## src/hw/rtl/prtp_pkg.sv

```systemverilog
// shared constants and types for the priority release task picker
package prtp_pkg;

  // table geometry
  localparam int TASK_SLOTS = 16;
  localparam int SLOT_W     = $clog2(TASK_SLOTS);
  localparam int CMP_W      = (SLOT_W > 4) ? SLOT_W : 4;

  // action codes
  localparam logic [1:0] ACT_ADD    = 2'd0;
  localparam logic [1:0] ACT_REMOVE = 2'd1;
  localparam logic [1:0] ACT_PICK   = 2'd2;

  // request transfer payload
  typedef struct packed {
    logic [1:0]  action;
    logic [3:0]  slot_index;
    logic [7:0]  task_priority;
    logic        task_runnable;
    logic [31:0] release_time;
    logic [31:0] now_ms;
  } task_req_t;

  // response transfer payload
  typedef struct packed {
    logic       success;
    logic [3:0] slot_out;
  } task_resp_t;

  // token handed from cell to cell during a sweep
  typedef struct packed {
    logic              active;
    task_req_t         req;
    logic              found;
    logic [7:0]        best_prio;
    logic [SLOT_W-1:0] best_idx;
  } sweep_tok_t;

endpackage

```

## src/hw/rtl/prtp_cell.sv

```systemverilog
// one task slot of the table, updating and passing on the sweep token
module prtp_cell
  import prtp_pkg::*;
(
  input  logic              clk,
  input  logic              rst,
  input  logic [SLOT_W-1:0] cell_idx,
  input  sweep_tok_t        tok_in,
  output sweep_tok_t        tok_out
);

  // slot contents
  logic        occupied;
  logic [7:0]  priority_q;
  logic        ready;
  logic [31:0] release_q;

  sweep_tok_t tok_next;
  logic       occupied_next;
  logic       write_slot;
  logic       qualifies;

  // pick eligibility of this slot
  assign qualifies = occupied && ready && (tok_in.req.now_ms >= release_q);

  // per-slot handling of the passing token
  always_comb begin
    tok_next      = tok_in;
    occupied_next = occupied;
    write_slot    = 1'b0;
    if (tok_in.active) begin
      unique case (tok_in.req.action)
        ACT_ADD: begin
          if (!tok_in.found && !occupied) begin
            occupied_next     = 1'b1;
            write_slot        = 1'b1;
            tok_next.found    = 1'b1;
            tok_next.best_idx = cell_idx;
          end
        end
        ACT_REMOVE: begin
          if (CMP_W'(tok_in.req.slot_index) == CMP_W'(cell_idx)) begin
            occupied_next = 1'b0;
          end
        end
        ACT_PICK: begin
          if (qualifies && (!tok_in.found || priority_q > tok_in.best_prio)) begin
            tok_next.found     = 1'b1;
            tok_next.best_prio = priority_q;
            tok_next.best_idx  = cell_idx;
          end
        end
        default: begin
          tok_next = tok_in;
        end
      endcase
    end
  end

  // control state, token payload and slot data
  always_ff @(posedge clk) begin
    if (rst) begin
      occupied       <= 1'b0;
      tok_out.active <= 1'b0;
    end else begin
      occupied       <= occupied_next;
      tok_out.active <= tok_next.active;
    end
    tok_out.req       <= tok_next.req;
    tok_out.found     <= tok_next.found;
    tok_out.best_prio <= tok_next.best_prio;
    tok_out.best_idx  <= tok_next.best_idx;
    if (write_slot) begin
      priority_q <= tok_in.req.task_priority;
      ready      <= tok_in.req.task_runnable;
      release_q  <= tok_in.req.release_time;
    end
  end

endmodule

```

## src/hw/rtl/priority_release_task_picker.sv

```systemverilog
// top level of the priority release task picker: request intake, cell row, response register
//
// Each request (add, remove or pick) is handled by a token that walks a row of TASK_SLOTS slot
// cells, one cell per clock, after an entry register, and the last cell feeds the response
// register. One request is in flight at a time, so no new request is taken while a token is
// in the row. A new request is taken once the previous response has left the response
// register or leaves it in the same cycle. Occupancy marks clear on reset; slot data is
// written only by add. Add takes the lowest free slot, pick returns the runnable, released
// slot of highest priority (lowest index on a tie), and every request gets exactly one
// response.
module priority_release_task_picker
  import prtp_pkg::*;
(
  input  logic       clk,
  input  logic       rst,
  input  logic       req_valid,
  output logic       req_stall,
  input  task_req_t  req,
  output logic       resp_valid,
  input  logic       resp_stall,
  output task_resp_t resp
);

  sweep_tok_t            tok [TASK_SLOTS+1];
  logic [TASK_SLOTS:0]   tok_active;
  logic                  busy;
  logic                  req_xfer;
  logic                  last_active;
  task_resp_t            resp_next;

  // intake handshake
  assign req_stall   = busy || (resp_valid && resp_stall);
  assign req_xfer    = req_valid && !req_stall;
  assign last_active = tok[TASK_SLOTS].active;

  // token entering the first cell
  always_ff @(posedge clk) begin
    if (rst) begin
      tok[0].active <= 1'b0;
    end else begin
      tok[0].active <= req_xfer;
    end
    tok[0].req       <= req;
    tok[0].found     <= 1'b0;
    tok[0].best_prio <= 8'd0;
    tok[0].best_idx  <= '0;
  end

  // row of slot cells
  for (genvar i = 0; i < TASK_SLOTS; i++) begin : g_cell
    prtp_cell u_cell (
      .clk      (clk),
      .rst      (rst),
      .cell_idx (SLOT_W'(i)),
      .tok_in   (tok[i]),
      .tok_out  (tok[i+1])
    );
  end

  for (genvar i = 0; i <= TASK_SLOTS; i++) begin : g_act
    assign tok_active[i] = tok[i].active;
  end

  // response from the finished token
  always_comb begin
    resp_next.success  = 1'b0;
    resp_next.slot_out = 4'd0;
    unique case (tok[TASK_SLOTS].req.action)
      ACT_ADD, ACT_PICK: begin
        resp_next.success  = tok[TASK_SLOTS].found;
        resp_next.slot_out = tok[TASK_SLOTS].found ? 4'(tok[TASK_SLOTS].best_idx) : 4'd0;
      end
      ACT_REMOVE: begin
        resp_next.success = 1'b1;
      end
      default: begin
        resp_next.success = 1'b0;
      end
    endcase
  end

  // busy flag and response register control
  always_ff @(posedge clk) begin
    if (rst) begin
      busy       <= 1'b0;
      resp_valid <= 1'b0;
    end else begin
      if (req_xfer) begin
        busy <= 1'b1;
      end else if (last_active) begin
        busy <= 1'b0;
      end
      if (last_active) begin
        resp_valid <= 1'b1;
      end else if (resp_valid && !resp_stall) begin
        resp_valid <= 1'b0;
      end
    end
  end

  always_ff @(posedge clk) begin
    if (last_active) begin
      resp <= resp_next;
    end
  end

  // checks
  a_one_token: assert property (@(posedge clk) disable iff (rst)
    $countones(tok_active) <= 1)
    else $error("more than one token in the cell row");

  a_token_while_busy: assert property (@(posedge clk) disable iff (rst)
    last_active |-> busy)
    else $error("token finished without a request in flight");

  a_no_overwrite: assert property (@(posedge clk) disable iff (rst)
    last_active |-> !resp_valid)
    else $error("response register still full when a result arrives");

  a_slot_implies_success: assert property (@(posedge clk) disable iff (rst)
    (resp_valid && resp.slot_out != 4'd0) |-> resp.success)
    else $error("slot reported without success");

endmodule

```

## config.mk

```make
export PLATFORM = sky130hd
export DESIGN_NAME = priority_release_task_picker
export DESIGN_NICKNAME = d
export VERILOG_FILES = /design/src/hw/rtl/prtp_pkg.sv /design/src/hw/rtl/prtp_cell.sv /design/src/hw/rtl/priority_release_task_picker.sv
export SDC_FILE = /design/constraint.sdc
export NUM_CORES = 2
export LEC_CHECK = 0
export BUFFER_PORTS_ARGS = -buffer_cell sky130_fd_sc_hd__clkbuf_2
export CAP_MARGIN = 15
export CORE_UTILIZATION = 45
export DETAILED_ROUTE_END_ITERATION = 6
export PLACE_DENSITY = 0.61
export SETUP_SLACK_MARGIN = 0.1
export SKIP_CTS_REPAIR_TIMING = 1
export SYNTH_ARGS = -nofsm -noshare
export SYNTH_HDL_FRONTEND = slang
export SYNTH_SLANG_ARGS = --single-unit
```

## constraint.sdc

```tcl
create_clock -name clk -period 7.5 [get_ports clk]
set_input_delay 1.5 -clock clk [delete_from_list [all_inputs] [get_ports clk]]
set_output_delay 1.5 -clock clk [all_outputs]
set_load 0.02 [all_outputs]
```

Word level (Yosys, flattened, before mapping) --
Cells that the tools add are included. W data, S select, Z words.
Word-level totals: register bits after elaboration 2162, output and inout port bits 7, word-level logic and storage cells 719
Operators by class: muxes and demuxes 210, $lt $le $gt $ge 31, reduce and logical (&&, ||, !) cells 169, equality and inequality tests 80
Operators with widths (number):
- $mux W93 | 16
- $ge A32 B32 Y1 | 16
- $mux W13 | 16
- $mux W8 | 16
- $gt A8 B8 Y1 | 15
- $pmux W4 S2 | 15
- $mux W1 | 98
- $pmux W1 S2 | 33
- $logic_and A1 B1 Y1 | 65
- $mux W4 | 16
- $ne A2 B1 Y1 const B | 31
- $reduce_and A4 Y1 | 15
- $reduce_bool A2 Y1 | 18
- $eq A2 B1 Y1 const B | 17
- $eq A2 B2 Y1 const B | 17
- $logic_not A2 Y1 | 17
- $eq A4 B4 Y1 const B | 8
- $logic_not A1 Y1 | 32
- $eq A4 B3 Y1 const B | 4
- $logic_or A1 B1 Y1 | 16
- $eq A4 B2 Y1 const B | 2
- $reduce_and A3 Y1 | 2
- $eq A4 B1 Y1 const B | 1
- $logic_not A4 Y1 | 1
- 2 further kinds | 3

Longest topological paths before layout --
depth after elaboration 6, gate-level depth with buffers 10

Cells and area by module --
From an unflattened synthesis, not the netlist that was laid out.
Unflattened totals: cell total of the unflattened synthesis 5249, area, all modules 74402.6 um2
Modules (own cells, without submodules):
- prtp_cell (g_cell[0].u_cell ...) | area each 4531.8 um2, instances 15, seq. area each 3113.0 um2, cells each 322
- prtp_cell (g_cell[2].u_cell) | area each 4516.8 um2, instances 1, seq. area each 3113.0 um2, cells each 315
- priority_release_task_picker | area each 1908.1 um2, instances 1, seq. area each 1791.7 um2, cells each 104

Worst setup path after synthesis --
OpenSTA, ideal clock, no wires.
kind flip-flop to flip-flop, start reg g_cell[5].u_cell.tok_out[92] (netlist bit), end reg g_cell[6].u_cell.priority_q[0], enable pin, slack 1.974 ns, required time 6.936 ns, period minus slack after synthesis 5.526 ns, buffers on the path 0, cell stages (with the launch flop) 3, arrival 4.963 ns, cell sequence dfxtp_1 nor2b_1 nor4b_1
Between the ends: longest elaborated chain between the ends 1
Ends and longest elaborated chain:
- start, declared | line prtp_cell.sv:9 | output sweep_tok_t tok_out
- $mux W1 | line prtp_cell.sv:31 | if (tok_in.active) begin
- net g_cell[6].u_cell.write_slot | line prtp_cell.sv:20 | logic write_slot;
- end signal, assigned | line prtp_cell.sv:74 | priority_q <= tok_in.req.task_priority;
- end, declared | line prtp_cell.sv:14 | logic [7:0] priority_q;
The timed path passes the listed nets, and every way through them passes these cells. A chain may end at the register's enable or synchronous reset.

Final worst setup path --
start in resp_stall, end out req_stall
Between the ends: longest elaborated chain between the ends 2
Ends and longest elaborated chain:
- start, declared | line priority_release_task_picker.sv:20 | input logic resp_stall,
- $logic_and A1 B1 Y1 | line priority_release_task_picker.sv:32 | assign req_stall = busy || (resp_valid && resp_stall);
- $logic_or A1 B1 Y1 | line priority_release_task_picker.sv:32
- end, declared | line priority_release_task_picker.sv:17 | output logic req_stall,
No other way between the ends.

==> run_results.csv <==
group,metric,value,unit
die,num_io_pins,90,
synthesis,synth.avg_cell_area,14.2,sq um
timing,rsz0062_at_grt,"false",
finish,final_core_utilization,0.520,
timing,relSlewSlack,0.271,
run,cap_viol_max_count,0,
global_routing,grt_start_max_net_pins,46,
clocking,cts_tree,"built",
synthesis,ys_dominant_reg_cell,"dfxtp_1",
synthesis,synth_top_cell_by_area,"dfxtp_1",
place,place.gp.congestion,0.846,
timing,skew,0.0220,ns
synthesis,ys_types,72,
power_and_ir_drop,swShare,0.197,
clocking,worst_skew_pair.late_latency,0.80,ns
timing,fin_crit_sh,0.461,
drt,wl_per_cell,13.9,um
finish,final_nets,5854,
drt,dr.pass1.iters,4,
synthesis,synthTopCellsByArea,"dfxtp_1, edfxtp_1, ha_1",
power_and_ir_drop,power_frac_comb,0.015,
timing,hold_viol_final,0,
synthesis,ys_warn_count,0,
power_and_ir_drop,p_leak,33.2,nW
clocking,cts_inserted_buffers,201,
synthesis,synth_edf_count,661,
global_routing,antenna_found_initial,0,
drt,viasPerCell,4.50,
critical_path,worstSetupPathType,"in2out",
global_routing,grt_overflow_total,0,
synthesis,yosys-top-cells-count,"dfxtp_1, inv_1, edfxtp_1",
clocking,cts_htree_levels,4,
timing,drv_slew,0,
timing,max_freq,0.289,GHz
power_and_ir_drop,power_density,290,mW/mm^2
clocking,root_buffer,"clkbuf_16",
synthesis,syn_nets,5549,
critical_path,crit_arrival,1.95,ns
critical_path,start_kind,"primary input",
timing,fin_tns_setup,0,ns
place,placedCellCount,6947,
finish,regArea,0.0496,sq mm
finish,diodes,0,
drt,drt-total-wl,102,mm
die,start_util,0.455,
die,dieArea,0.154,sq mm
power_and_ir_drop,p_int,18.2,mW
critical_path,end_kind,"output port",
power_and_ir_drop,p_clk_frac,0.431,
drt,drt_iter0_drc,1290,
power_and_ir_drop,ir_drop,0.000195,V
finish,fill_cells,12583,
finish,drive_gt1_frac,0.0897,
global_routing,grt_pass1_vias,33995,
synthesis,yosysMostFrequentCell,"dfxtp_1",
critical_path,crit_fanout,2,
run_status,status,"finished clean",
place,placedInstanceArea,0.0716,sq mm
clocking,cts_sinks,2147,
power_and_ir_drop,pwr-share-seq,0.553,
timing,setup_violations,0,
synthesis,netlist_area,0.0685,sq mm
synthesis,yosysSeqAreaShare,0.724,
finish,final_cells,7333,
synthesis,async_flop_share,0,
synthesis,synth_top_area_frac,0.434,
min_path,hold_class,"reg2reg",
drt,ant_nets,0,
synthesis,syn_inst,4834,
die,placeableCoreArea,0.150,sq mm
clocking,clock_path_buffers,3,
power_and_ir_drop,switching_power,4.47,mW
global_routing,grt_pass1_wl,169,mm
timing,hold_slack,0.333,ns
place,hpwl,76.6,mm
drt,num_vias,33020,
critical_path,required,6.00,ns
finish,multiInputGateArea,0.0164,sq mm
finish,postLayoutCellArea,0.0783,sq mm
die,die_h,392,um
die,die_w,392,um
timing,tightest_slew,1.09,ns
finish,area_growth,14.3,%
global_routing,grt.total_usage,0.136,
die,fp-row-count,142,
timing,layout_min_cycle_time,3.45,ns
synthesis,ys_ff_latch,2147,
clocking,cts.reportedPaths.clkPinSlew,0.06,ns
place,port_buffers,89,
drt,drc,0,
## logic make-up (layout without fill, tap and decap cells)
| group | count (synthesis) | in the layout | share of synthesized area |
|---|---|---|---|
| buf+inv | 678 | 1161 | 0.0374 |
| compound gates | 588 | 588 | 0.0525 |
| mux | 95 | 95 | 0.0161 |
| flops | 2147 | 2147 | 0.724 |
| fa+ha+maj | 632 | 632 | 0.115 |
| simple gates | 694 | 694 | 0.0544 |
## final timing paths
| check | slack (ns) | to | startpoint | cells after the start |
|---|---|---|---|---|
| hold reg to reg | 0.33 | g_cell[11].u_cell.tok_out[13] | g_cell[10].u_cell.tok_out[13] | 0 |
| setup / recovery | 4.05 | req_stall | resp_stall | 4 |
| setup reg to reg | 4.08 | g_cell[5].u_cell.tok_out[10] | g_cell[5].u_cell.release_q[14] | 9 |
| hold / removal | 0.33 | g_cell[11].u_cell.tok_out[13] | g_cell[10].u_cell.tok_out[13] | 0 |
## layer usage
metal / part of all wire / vias to the layer above / wire [um] / GRT usage
li1: - / 17430 / - / -
met1: 0.47 / 14981 / 48400 / 0.174
met2: 0.46 / 405 / 46700 / 0.224
met3: 0.033 / 204 / 3410 / 0.0280
met4: 0.036 / 0 / 3680 / 0.0610
met5: 0 / - / 0 / 0
## critical path: stages
cell and delay (ns):
clkbuf_2 0.09, a21oi_1 0.15, inv_1 0.07, clkbuf_2 0.15
## cell usage in the layout, fill, tap and decap left out, drive strengths merged, types with 23 or more instances in the layout
| cell | n |
|---|---|
| or3 | 23 |
| buf | 27 |
| o211ai | 26 |
| o21ai | 120 |
| edfxtp | 661 |
| dfxtp | 1486 |
| clkbuf | 397 |
| nor2b | 56 |
| nor2 | 90 |
| a21o | 48 |
| inv | 669 |
| ha | 632 |
| a21oi | 248 |
| nand2 | 177 |
| mux2 | 95 |
| nand4 | 93 |
| nor4 | 23 |
| nand3 | 51 |
| nand2b | 50 |
| clkinv | 54 |
| nor3 | 34 |
## state kept, by name, summed over array words and instances (netlist names)
| name | cells |
|---|---|
| g_cell.u_cell.release_q | 512 |
| tok | 80 |
| g_cell.u_cell.priority_q | 128 |
| resp_valid | 1 |
| g_cell.u_cell.occupied | 16 |
| g_cell.u_cell.ready | 16 |
| g_cell.u_cell.tok_out | 1388 |
| resp | 5 |
| busy | 1 |
## cell type report
| type | instances | area share |
|---|---|---|
| Clock inverter | 75 | 0.00919 |
| Tap cell | 2016 | 0.0322 |
| Timing Repair Buffer | 118 | 0.00847 |
| Inverter | 662 | 0.0317 |
| Sequential cell | 2147 | 0.633 |
| Multi-Input combinational cell | 2009 | 0.209 |
| Clock buffer | 306 | 0.0755 |
## stage by stage
stage               worst slack, ns  total power, mW
floorplan                      1.97             13.0
global placement               4.05             13.1
detailed placement             4.04             13.2
CTS                            4.02             23.0
global route                   3.92             23.6
finish                         4.05             22.7
## power groups by stage
stage | sequential, mW | clock (mW) | combinational [mW]
6_report | 12.6 | 9.80 | 0.345
2_1_floorplan | 12.7 | 0 | 0.241
5_1_grt | 12.6 | 10.6 | 0.407
3_3_place_gp | 12.8 | 0 | 0.335
4_1_cts | 12.6 | 10.1 | 0.354
3_5_place_dp | 12.8 | 0 | 0.350
Note: power is estimated with default switching activity, not from simulation.
